### src/rtl/core/psmq_pkg.sv
// Shared types and constants for the mouse packet queue.
package psmq_pkg;

  localparam logic [7:0] HDR_ALWAYS_ONE = 8'h08;
  localparam logic [7:0] HDR_OVF_MASK   = 8'hC0;
  localparam logic [7:0] HDR_BTN_MASK   = 8'h07;

  localparam logic OP_BYTE = 1'b0;
  localparam logic OP_READ = 1'b1;

  localparam int CMD_FIFO_DEPTH = 4;
  localparam int CMD_PTR_W      = 2;
  localparam int CMD_CNT_W      = 3;

  typedef enum logic {
    CMD_PUSH = 1'b0,
    CMD_POP  = 1'b1
  } cmd_kind_t;

  typedef struct packed {
    logic [2:0]        buttons;
    logic signed [7:0] dx;
    logic signed [7:0] dy;
  } mouse_report_t;

  typedef struct packed {
    cmd_kind_t     kind;
    mouse_report_t ev;
  } cmd_t;

endpackage

### src/rtl/core/psmq_front.sv
// Packet assembler: takes controller bytes and reads, issues push/pop commands.
module psmq_front import psmq_pkg::*; (
  input  logic       clk,
  input  logic       rst_n,
  input  logic       item_fire,
  input  logic       opcode,
  input  logic [7:0] data_byte,
  input  logic       from_aux,
  output logic       cmd_valid,
  output cmd_t       cmd
);

  typedef enum logic [1:0] {
    PH_HEAD = 2'd0,
    PH_X    = 2'd1,
    PH_Y    = 2'd2
  } phase_t;

  phase_t     phase_r, phase_nxt;
  logic [7:0] header_r, header_nxt;
  logic [7:0] x_r, x_nxt;
  logic       byte_fire;

  assign byte_fire = item_fire && (opcode == OP_BYTE) && from_aux;

  always_comb begin
    phase_nxt  = phase_r;
    header_nxt = header_r;
    x_nxt      = x_r;
    cmd_valid  = 1'b0;
    cmd.kind   = CMD_POP;
    cmd.ev.buttons = header_r[2:0] & HDR_BTN_MASK[2:0];
    cmd.ev.dx      = x_r;
    cmd.ev.dy      = data_byte;
    if (item_fire && (opcode == OP_READ)) begin
      cmd_valid = 1'b1;
    end
    if (byte_fire) begin
      unique case (phase_r)
        PH_X: begin
          x_nxt     = data_byte;
          phase_nxt = PH_Y;
        end
        PH_Y: begin
          phase_nxt = PH_HEAD;
          // drop packets with either overflow bit set
          if ((header_r & HDR_OVF_MASK) == 8'h00) begin
            cmd_valid = 1'b1;
            cmd.kind  = CMD_PUSH;
          end
        end
        default: begin
          header_nxt = data_byte;
          phase_nxt  = ((data_byte & HDR_ALWAYS_ONE) != 8'h00) ? PH_X : PH_HEAD;
        end
      endcase
    end
  end

  always_ff @(posedge clk) begin
    if (!rst_n) begin
      phase_r  <= PH_HEAD;
      header_r <= 8'h00;
      x_r      <= 8'h00;
    end else begin
      phase_r  <= phase_nxt;
      header_r <= header_nxt;
      x_r      <= x_nxt;
    end
  end

endmodule

### src/rtl/core/psmq_cmd_fifo.sv
// Short command queue between the assembler and the event ring.
module psmq_cmd_fifo import psmq_pkg::*; (
  input  logic clk,
  input  logic rst_n,
  input  logic push,
  input  cmd_t push_data,
  input  logic pop,
  output logic full,
  output logic head_valid,
  output cmd_t head_data
);

  cmd_t                 slot_r [CMD_FIFO_DEPTH];
  logic [CMD_PTR_W-1:0] wr_ptr_r;
  logic [CMD_PTR_W-1:0] rd_ptr_r;
  logic [CMD_CNT_W-1:0] count_r;
  logic                 do_push;
  logic                 do_pop;

  assign full       = (count_r == CMD_CNT_W'(CMD_FIFO_DEPTH));
  assign head_valid = (count_r != '0);
  assign head_data  = slot_r[rd_ptr_r];
  assign do_push    = push && !full;
  assign do_pop     = pop && head_valid;

  always_ff @(posedge clk) begin
    if (do_push) begin
      slot_r[wr_ptr_r] <= push_data;
    end
  end

  always_ff @(posedge clk) begin
    if (!rst_n) begin
      wr_ptr_r <= '0;
      rd_ptr_r <= '0;
      count_r  <= '0;
    end else begin
      if (do_push) begin
        wr_ptr_r <= wr_ptr_r + 1'b1;
      end
      if (do_pop) begin
        rd_ptr_r <= rd_ptr_r + 1'b1;
      end
      case ({do_push, do_pop})
        2'b10:   count_r <= count_r + 1'b1;
        2'b01:   count_r <= count_r - 1'b1;
        default: count_r <= count_r;
      endcase
    end
  end

endmodule

### src/rtl/core/psmq_back.sv
// Event ring: stores good packets, serves reads through a registered output.
module psmq_back import psmq_pkg::*; #(
  parameter int QUEUE_DEPTH = 256
) (
  input  logic        clk,
  input  logic        rst_n,
  input  logic        cmd_valid,
  input  cmd_t        cmd,
  output logic        cmd_pop,
  output logic        out_valid,
  input  logic        out_ready,
  output logic        out_got,
  output logic [23:0] out_data
);

  localparam int AW = (QUEUE_DEPTH > 1) ? $clog2(QUEUE_DEPTH) : 1;
  localparam logic [AW-1:0] LAST_IDX = AW'(QUEUE_DEPTH - 1);

  mouse_report_t ring_r [QUEUE_DEPTH];
  logic [AW-1:0] wr_idx_r;
  logic [AW-1:0] rd_idx_r;
  logic [AW-1:0] wr_next;
  logic [AW-1:0] rd_next;
  mouse_report_t rd_q_r;
  logic          s1_valid_r;
  logic          s1_hit_r;
  logic          out_valid_r;
  logic          out_got_r;
  mouse_report_t out_ev_r;
  logic          s1_adv;
  logic          do_write;
  logic          do_read;
  logic          rd_hit;

  assign wr_next = (wr_idx_r == LAST_IDX) ? '0 : wr_idx_r + 1'b1;
  assign rd_next = (rd_idx_r == LAST_IDX) ? '0 : rd_idx_r + 1'b1;
  assign rd_hit  = (rd_idx_r != wr_idx_r);

  assign s1_adv  = s1_valid_r && (!out_valid_r || out_ready);
  assign cmd_pop = cmd_valid && ((cmd.kind == CMD_PUSH) || !s1_valid_r || s1_adv);
  assign do_write = cmd_pop && (cmd.kind == CMD_PUSH) && (wr_next != rd_idx_r);
  assign do_read  = cmd_pop && (cmd.kind == CMD_POP);

  always_ff @(posedge clk) begin
    if (do_write) begin
      ring_r[wr_idx_r] <= cmd.ev;
    end
    if (do_read && rd_hit) begin
      rd_q_r <= ring_r[rd_idx_r];
    end
  end

  always_ff @(posedge clk) begin
    if (!rst_n) begin
      wr_idx_r    <= '0;
      rd_idx_r    <= '0;
      s1_valid_r  <= 1'b0;
      s1_hit_r    <= 1'b0;
      out_valid_r <= 1'b0;
      out_got_r   <= 1'b0;
    end else begin
      if (do_write) begin
        wr_idx_r <= wr_next;
      end
      if (do_read) begin
        s1_valid_r <= 1'b1;
        s1_hit_r   <= rd_hit;
        if (rd_hit) begin
          rd_idx_r <= rd_next;
        end
      end else if (s1_adv) begin
        s1_valid_r <= 1'b0;
      end
      if (s1_adv) begin
        out_valid_r <= 1'b1;
        out_got_r   <= s1_hit_r;
      end else if (out_ready) begin
        out_valid_r <= 1'b0;
      end
    end
  end

  always_ff @(posedge clk) begin
    if (s1_adv) begin
      out_ev_r <= s1_hit_r ? rd_q_r : '0;
    end
  end

  assign out_valid = out_valid_r;
  assign out_got   = out_got_r;
  assign out_data  = {5'b0, out_ev_r.dy, out_ev_r.dx, out_ev_r.buttons};

endmodule

### src/rtl/core/ps2_mouse_packet_queue_top.sv
// Top level of the mouse packet queue: assembler, command queue and event ring.
//
//   channel  dir  tdata                          tuser
//   in_      in   [7:0] data_byte                [0] opcode, [1] from_aux
//   out_     out  [2:0] buttons, [10:3] dx,      [0] got_event
//                 [18:11] dy, [23:19] zero
//
// One item per cycle is taken while in_tready is high; each aux byte updates
// the packet phase and each read or good packet becomes one command. A read
// result passes the command queue, the ring read register and the output
// register in that order. Reset clears phase, header, x, queue pointers and
// count, ring indices and valid flags; the ring holds no reset values and
// needs no clearing pass. A stall on out_tready fills the output register,
// the read stage and the four-entry command queue, then drops in_tready.
module ps2_mouse_packet_queue_top import psmq_pkg::*; #(
  parameter int QUEUE_DEPTH = 256
) (
  input  logic        clk,
  input  logic        rst_n,
  input  logic        in_tvalid,
  output logic        in_tready,
  input  logic [7:0]  in_tdata,   // [7:0] data_byte
  input  logic [1:0]  in_tuser,   // [0] opcode, [1] from_aux
  output logic        out_tvalid,
  input  logic        out_tready,
  output logic [23:0] out_tdata,  // [2:0] buttons, [10:3] dx, [18:11] dy, rest zero
  output logic [0:0]  out_tuser   // [0] got_event
);

  logic in_fire;
  logic front_cmd_valid;
  cmd_t front_cmd;
  logic fifo_full;
  logic head_valid;
  cmd_t head_cmd;
  logic head_pop;
  logic back_got;

  // hold input while the command queue has no room
  assign in_tready = !fifo_full;
  assign in_fire   = in_tvalid && in_tready;

  psmq_front u_front (
    .clk       (clk),
    .rst_n     (rst_n),
    .item_fire (in_fire),
    .opcode    (in_tuser[0]),
    .data_byte (in_tdata),
    .from_aux  (in_tuser[1]),
    .cmd_valid (front_cmd_valid),
    .cmd       (front_cmd)
  );

  psmq_cmd_fifo u_fifo (
    .clk        (clk),
    .rst_n      (rst_n),
    .push       (front_cmd_valid),
    .push_data  (front_cmd),
    .pop        (head_pop),
    .full       (fifo_full),
    .head_valid (head_valid),
    .head_data  (head_cmd)
  );

  psmq_back #(
    .QUEUE_DEPTH (QUEUE_DEPTH)
  ) u_back (
    .clk       (clk),
    .rst_n     (rst_n),
    .cmd_valid (head_valid),
    .cmd       (head_cmd),
    .cmd_pop   (head_pop),
    .out_valid (out_tvalid),
    .out_ready (out_tready),
    .out_got   (back_got),
    .out_data  (out_tdata)
  );

  assign out_tuser[0] = back_got;

  // a command is never offered to a full queue
  a_no_push_when_full: assert property (@(posedge clk) disable iff (!rst_n)
    front_cmd_valid |-> !fifo_full)
    else $error("command pushed into full queue");

  // an empty read carries an all-zero payload
  a_empty_read_zero: assert property (@(posedge clk) disable iff (!rst_n)
    (out_tvalid && !out_tuser[0]) |-> (out_tdata == 24'h0))
    else $error("empty read with non-zero payload");

  // nothing is offered in the cycle after reset
  a_quiet_after_reset: assert property (@(posedge clk)
    $past(!rst_n) |-> !out_tvalid)
    else $error("result offered straight after reset");

endmodule
### config.mk
export PLATFORM = sky130hd
export DESIGN_NAME = ps2_mouse_packet_queue_top
export DESIGN_NICKNAME = d
export VERILOG_FILES = /design/src/rtl/core/psmq_pkg.sv /design/src/rtl/core/psmq_front.sv /design/src/rtl/core/psmq_cmd_fifo.sv /design/src/rtl/core/psmq_back.sv /design/src/rtl/core/ps2_mouse_packet_queue_top.sv
export SDC_FILE = /design/constraint.sdc
export NUM_CORES = 2
export LEC_CHECK = 0
export BUFFER_PORTS_ARGS = -buffer_cell sky130_fd_sc_hd__buf_2
export CORE_ASPECT_RATIO = 1.5
export CORE_MARGIN = 10
export CORE_UTILIZATION = 55
export DETAILED_ROUTE_END_ITERATION = 8
export MAX_ROUTING_LAYER = met4
export PLACE_DENSITY = 0.74
export SETUP_SLACK_MARGIN = 0.2
export SYNTH_ARGS = -nofsm -noshare
export SYNTH_HDL_FRONTEND = slang
export SYNTH_MEMORY_MAX_BITS = 65536
export SYNTH_SLANG_ARGS = --single-unit
export TNS_END_PERCENT = 100
### constraint.sdc
create_clock -name clk -period 5.7 [get_ports clk]
set_clock_uncertainty 0.2 [all_clocks]
set_input_delay 0.855 -clock clk [delete_from_list [all_inputs] [get_ports clk]]
set_output_delay 0.855 -clock clk [all_outputs]
set_load 0.005 [all_outputs]
==> metrics.yaml <==
cts_setup_buffers: 0
path_class: "reg2reg"
rsz0062_at_grt: "false"
grt_pass1_wl_um: 747000
slew_violations: 9
clockBufferDepth: 4
antenna_found_initial: 34
cp.arrival_ns: 5.66
drt-total-wl_um: 530000
period_minus_slack_ns: 5.09
synth_edf_count: 4982
place_hpwl_um: 321000
clock_latency_ns: 1.02
grt_max_degree: 149
vias: 96800
syn_area_sq_mm: 0.193
root_buffer: "clkbuf_16"
slew-limit-headroom_pct: -0.588
drc: 0
peakVddDrop_mv: 0.521
grt_pass1_vias: 96100
ys_warn_count: 0
seq_power_share_pct: 52.6
die_x_um: 504
cts_tree: "done"
fp.dieH_um: 746
syn_to_final_growth_pct: 11.7
power.total_mw: 86.2
port_buffers: 35
comb_power_share_pct: 13.8
syn_avg_cell_area_sq_um: 22.6
rr_worst_depth: 9
cts_buffers: 422
pwr-share-clk_pct: 33.6
synthesis.instances: 8566
tightest_slew_ns: 1.50
period_share_pct: 89.3
die_area_sq_mm: 0.376
grt_overflow: 0
ant_nets: 0
nets: 9078
vias_per_cell: 6.87
firstDrtPassIters: 9
setup_tns_ns: 0
ios: 41
place_congestion: 0.954
h-tree-depth: 5
post-route-util_pct: 61.7
core_area_sq_mm: 0.350
critPathRequiredTime_ns: 6.27
outcome: "finished, violations left"
ys_seq_elements: 5026
cts.clk_slew.worst_paths_ns: 0.07
powerDensity_mw_per_mm2: 399
max_freq_mhz: 196
cts.sinks: 5026
crit_path_max_fanout: 28
start_util_pct: 55.2
drt_iter0_drc: 15300
startpoint_type: "register"
intPower_mw: 64.3
drive_gt1_share_pct: 29.0
whs_path_depth: 4
yosysSeqAreaShare_pct: 77.8
switchingPower_mw: 22.0
synthArstFlopShare_pct: 0
hold_path.class: "in2reg"
maxCapViolCount: 1
leakagePower_nw: 65.1
drt-wirelength-per-cell_um: 37.6
worstSetupEndpointType: "register"
n_fill_cell: 22800
synth_cell_types: 74
failed_checks: "max-capacitance violations, max-slew violations"
switching_share_pct: 25.5
grt_usage_pct: 28.6
ys.flop_type: "edfxtp_1"
hold_viol: 0
placementRows: 266
setup_viol: 0
==> metrics by stage <==
step           hold WS, ns  worst slack (ns)  cell area, sq um  instances
2_1_floorplan        0.244              1.31            193000       8570
3_3_place_gp         0.258             0.545            202000      13300
3_5_place_dp         0.292             0.714            202000      13300
4_1_cts           0.000755             0.701            216000      14100
5_1_grt            0.00606             0.456            216000      14100
6_report            0.0151             0.609            216000      14100
==> repair_timing <==
item,CTS,global route
gates resized for setup,0,0
hold endpoints to repair,43,0
setup endpoints to repair,0,0
hold buffers,8,0
==> power groups by stage <==
stage / logic, mW / clock network (mW) / registers (mW)
floorplan: 6.30 / 0 / 46.5
global placement: 11.4 / 0 / 46.1
detailed placement: 11.9 / 0 / 46.1
CTS: 11.9 / 29.2 / 45.3
global route: 12.4 / 30.5 / 45.3
finish: 11.9 / 29.0 / 45.4
==> worst max-delay path, stage by stage, from the launching register on <==
cell,delay (ns)
dfxtp_4,1.04
buf_12,0.29
buf_4,0.38
mux4_2,0.55
and2_1,0.20
a2111oi_0,0.98
a311oi_1,0.24
o21ai_0,0.26
a21oi_1,0.31
a211o_1,0.36
==> final cells by class <==
class                           instances  area (sq um)  share of cell area (%)
Clock inverter                        265          2540                    1.18
Clock buffer                          494         11100                    5.13
Antenna cell                           24          60.1                  0.0278
Multi-Input combinational cell       3024         40900                    18.9
Inverter                               17          78.8                  0.0365
Tap cell                             4690          5870                    2.72
Sequential cell                      5026        151000                    69.7
Timing Repair Buffer                  559          4930                    2.28
==> registers in the layout, indices dropped and copies added, names as in the netlist, 2 cells and up, named ones only <==
signal	cells
u_front.header_r	5
u_fifo.rd_ptr_r	2
u_fifo.slot_r	80
u_fifo.wr_ptr_r	2
u_back.rd_q_r	19
u_back.ring_r	4864
u_fifo.count_r	3
u_back.out_data	19
u_back.wr_idx_r	8
u_front.phase_r	2
u_front.x_r	8
u_back.rd_idx_r	8
==> placed cells by master (no fill, tap or decap), types with 90 or more instances in the layout <==
cell type	count
edfxtp_1	4982
mux4_2	1230
nor2_2	254
mux2i_1	364
o21ai_0	95
clkinv_1	90
buf_4	452
a21oi_1	153
nand2_1	162
clkbuf_16	432
a221oi_1	95
==> worst paths after layout <==
kind                                           from                   to  slack [ns]
worst max-delay path             u_back.rd_idx_r[0]     u_back.rd_q_r[4]        0.61
worst min-delay path                     out_tready    u_back.s1_valid_r        0.02
worst max register to register   u_back.rd_idx_r[0]     u_back.rd_q_r[4]        0.61
worst min register to register  u_front.header_r[6]  u_front.header_r[6]        0.31
==> Yosys cell counts (all sizes together) (4+ instances only) <==
master,number,share of area (%)
nor2b,19,0.061
o22a,4,0.018
dfxtp,44,0.46
nor3,22,0.060
a21oi,153,0.40
nor3b,6,0.023
a22o,5,0.023
and3,7,0.023
nor2,316,0.61
o21ai,97,0.25
a221o,4,0.021
mux2i,364,1.9
a21boi,19,0.074
o2111ai,6,0.027
o32ai,5,0.023
a22oi,68,0.26
and2,45,0.15
edfxtp,4982,77
nand4,13,0.050
nor4,4,0.013
nand3,70,0.23
a21o,7,0.027
o21a,8,0.031
buf,309,1.1
clkbuf,194,0.38
or3,4,0.013
inv,15,0.029
nand2b,12,0.039
o211ai,20,0.078
xor2,11,0.050
o221ai,31,0.14
nand2,163,0.32
a211oi,28,0.11
a211o,4,0.018
ha,13,0.084
a311oi,11,0.050
a221oi,95,0.43
mux2,5,0.029
mux4,1249,15
xnor2,15,0.068
a31oi,15,0.049
o22ai,50,0.16
a2111oi,11,0.050
a222oi,5,0.026
==> metal layers <==
| metal | wire, um | up-vias | track usage, % |
|---|---|---|---|
| met5 | 0 | - | - |
| met4 | 39600 | 0 | 17.1 |
| met3 | 58900 | 1370 | 5.77 |
| met2 | 255000 | 7410 | 43.7 |
| met1 | 177000 | 50800 | 35.7 |
| li1 | - | 37300 | - |
==> kinds of logic after synthesis <==
family,Yosys count,share of synthesized area (%)
DFF,5026,77.8
muxes,1618,16.5
and+or+nand+nor,689,1.62
AOI/OAI and AO/OA,672,2.40
buffers and inverters,520,1.47
xor gates and xnor gates,26,0.118
adders and majority gates,14,0.0945
other,1,0.00194
(Power assumes the default switching activity.)
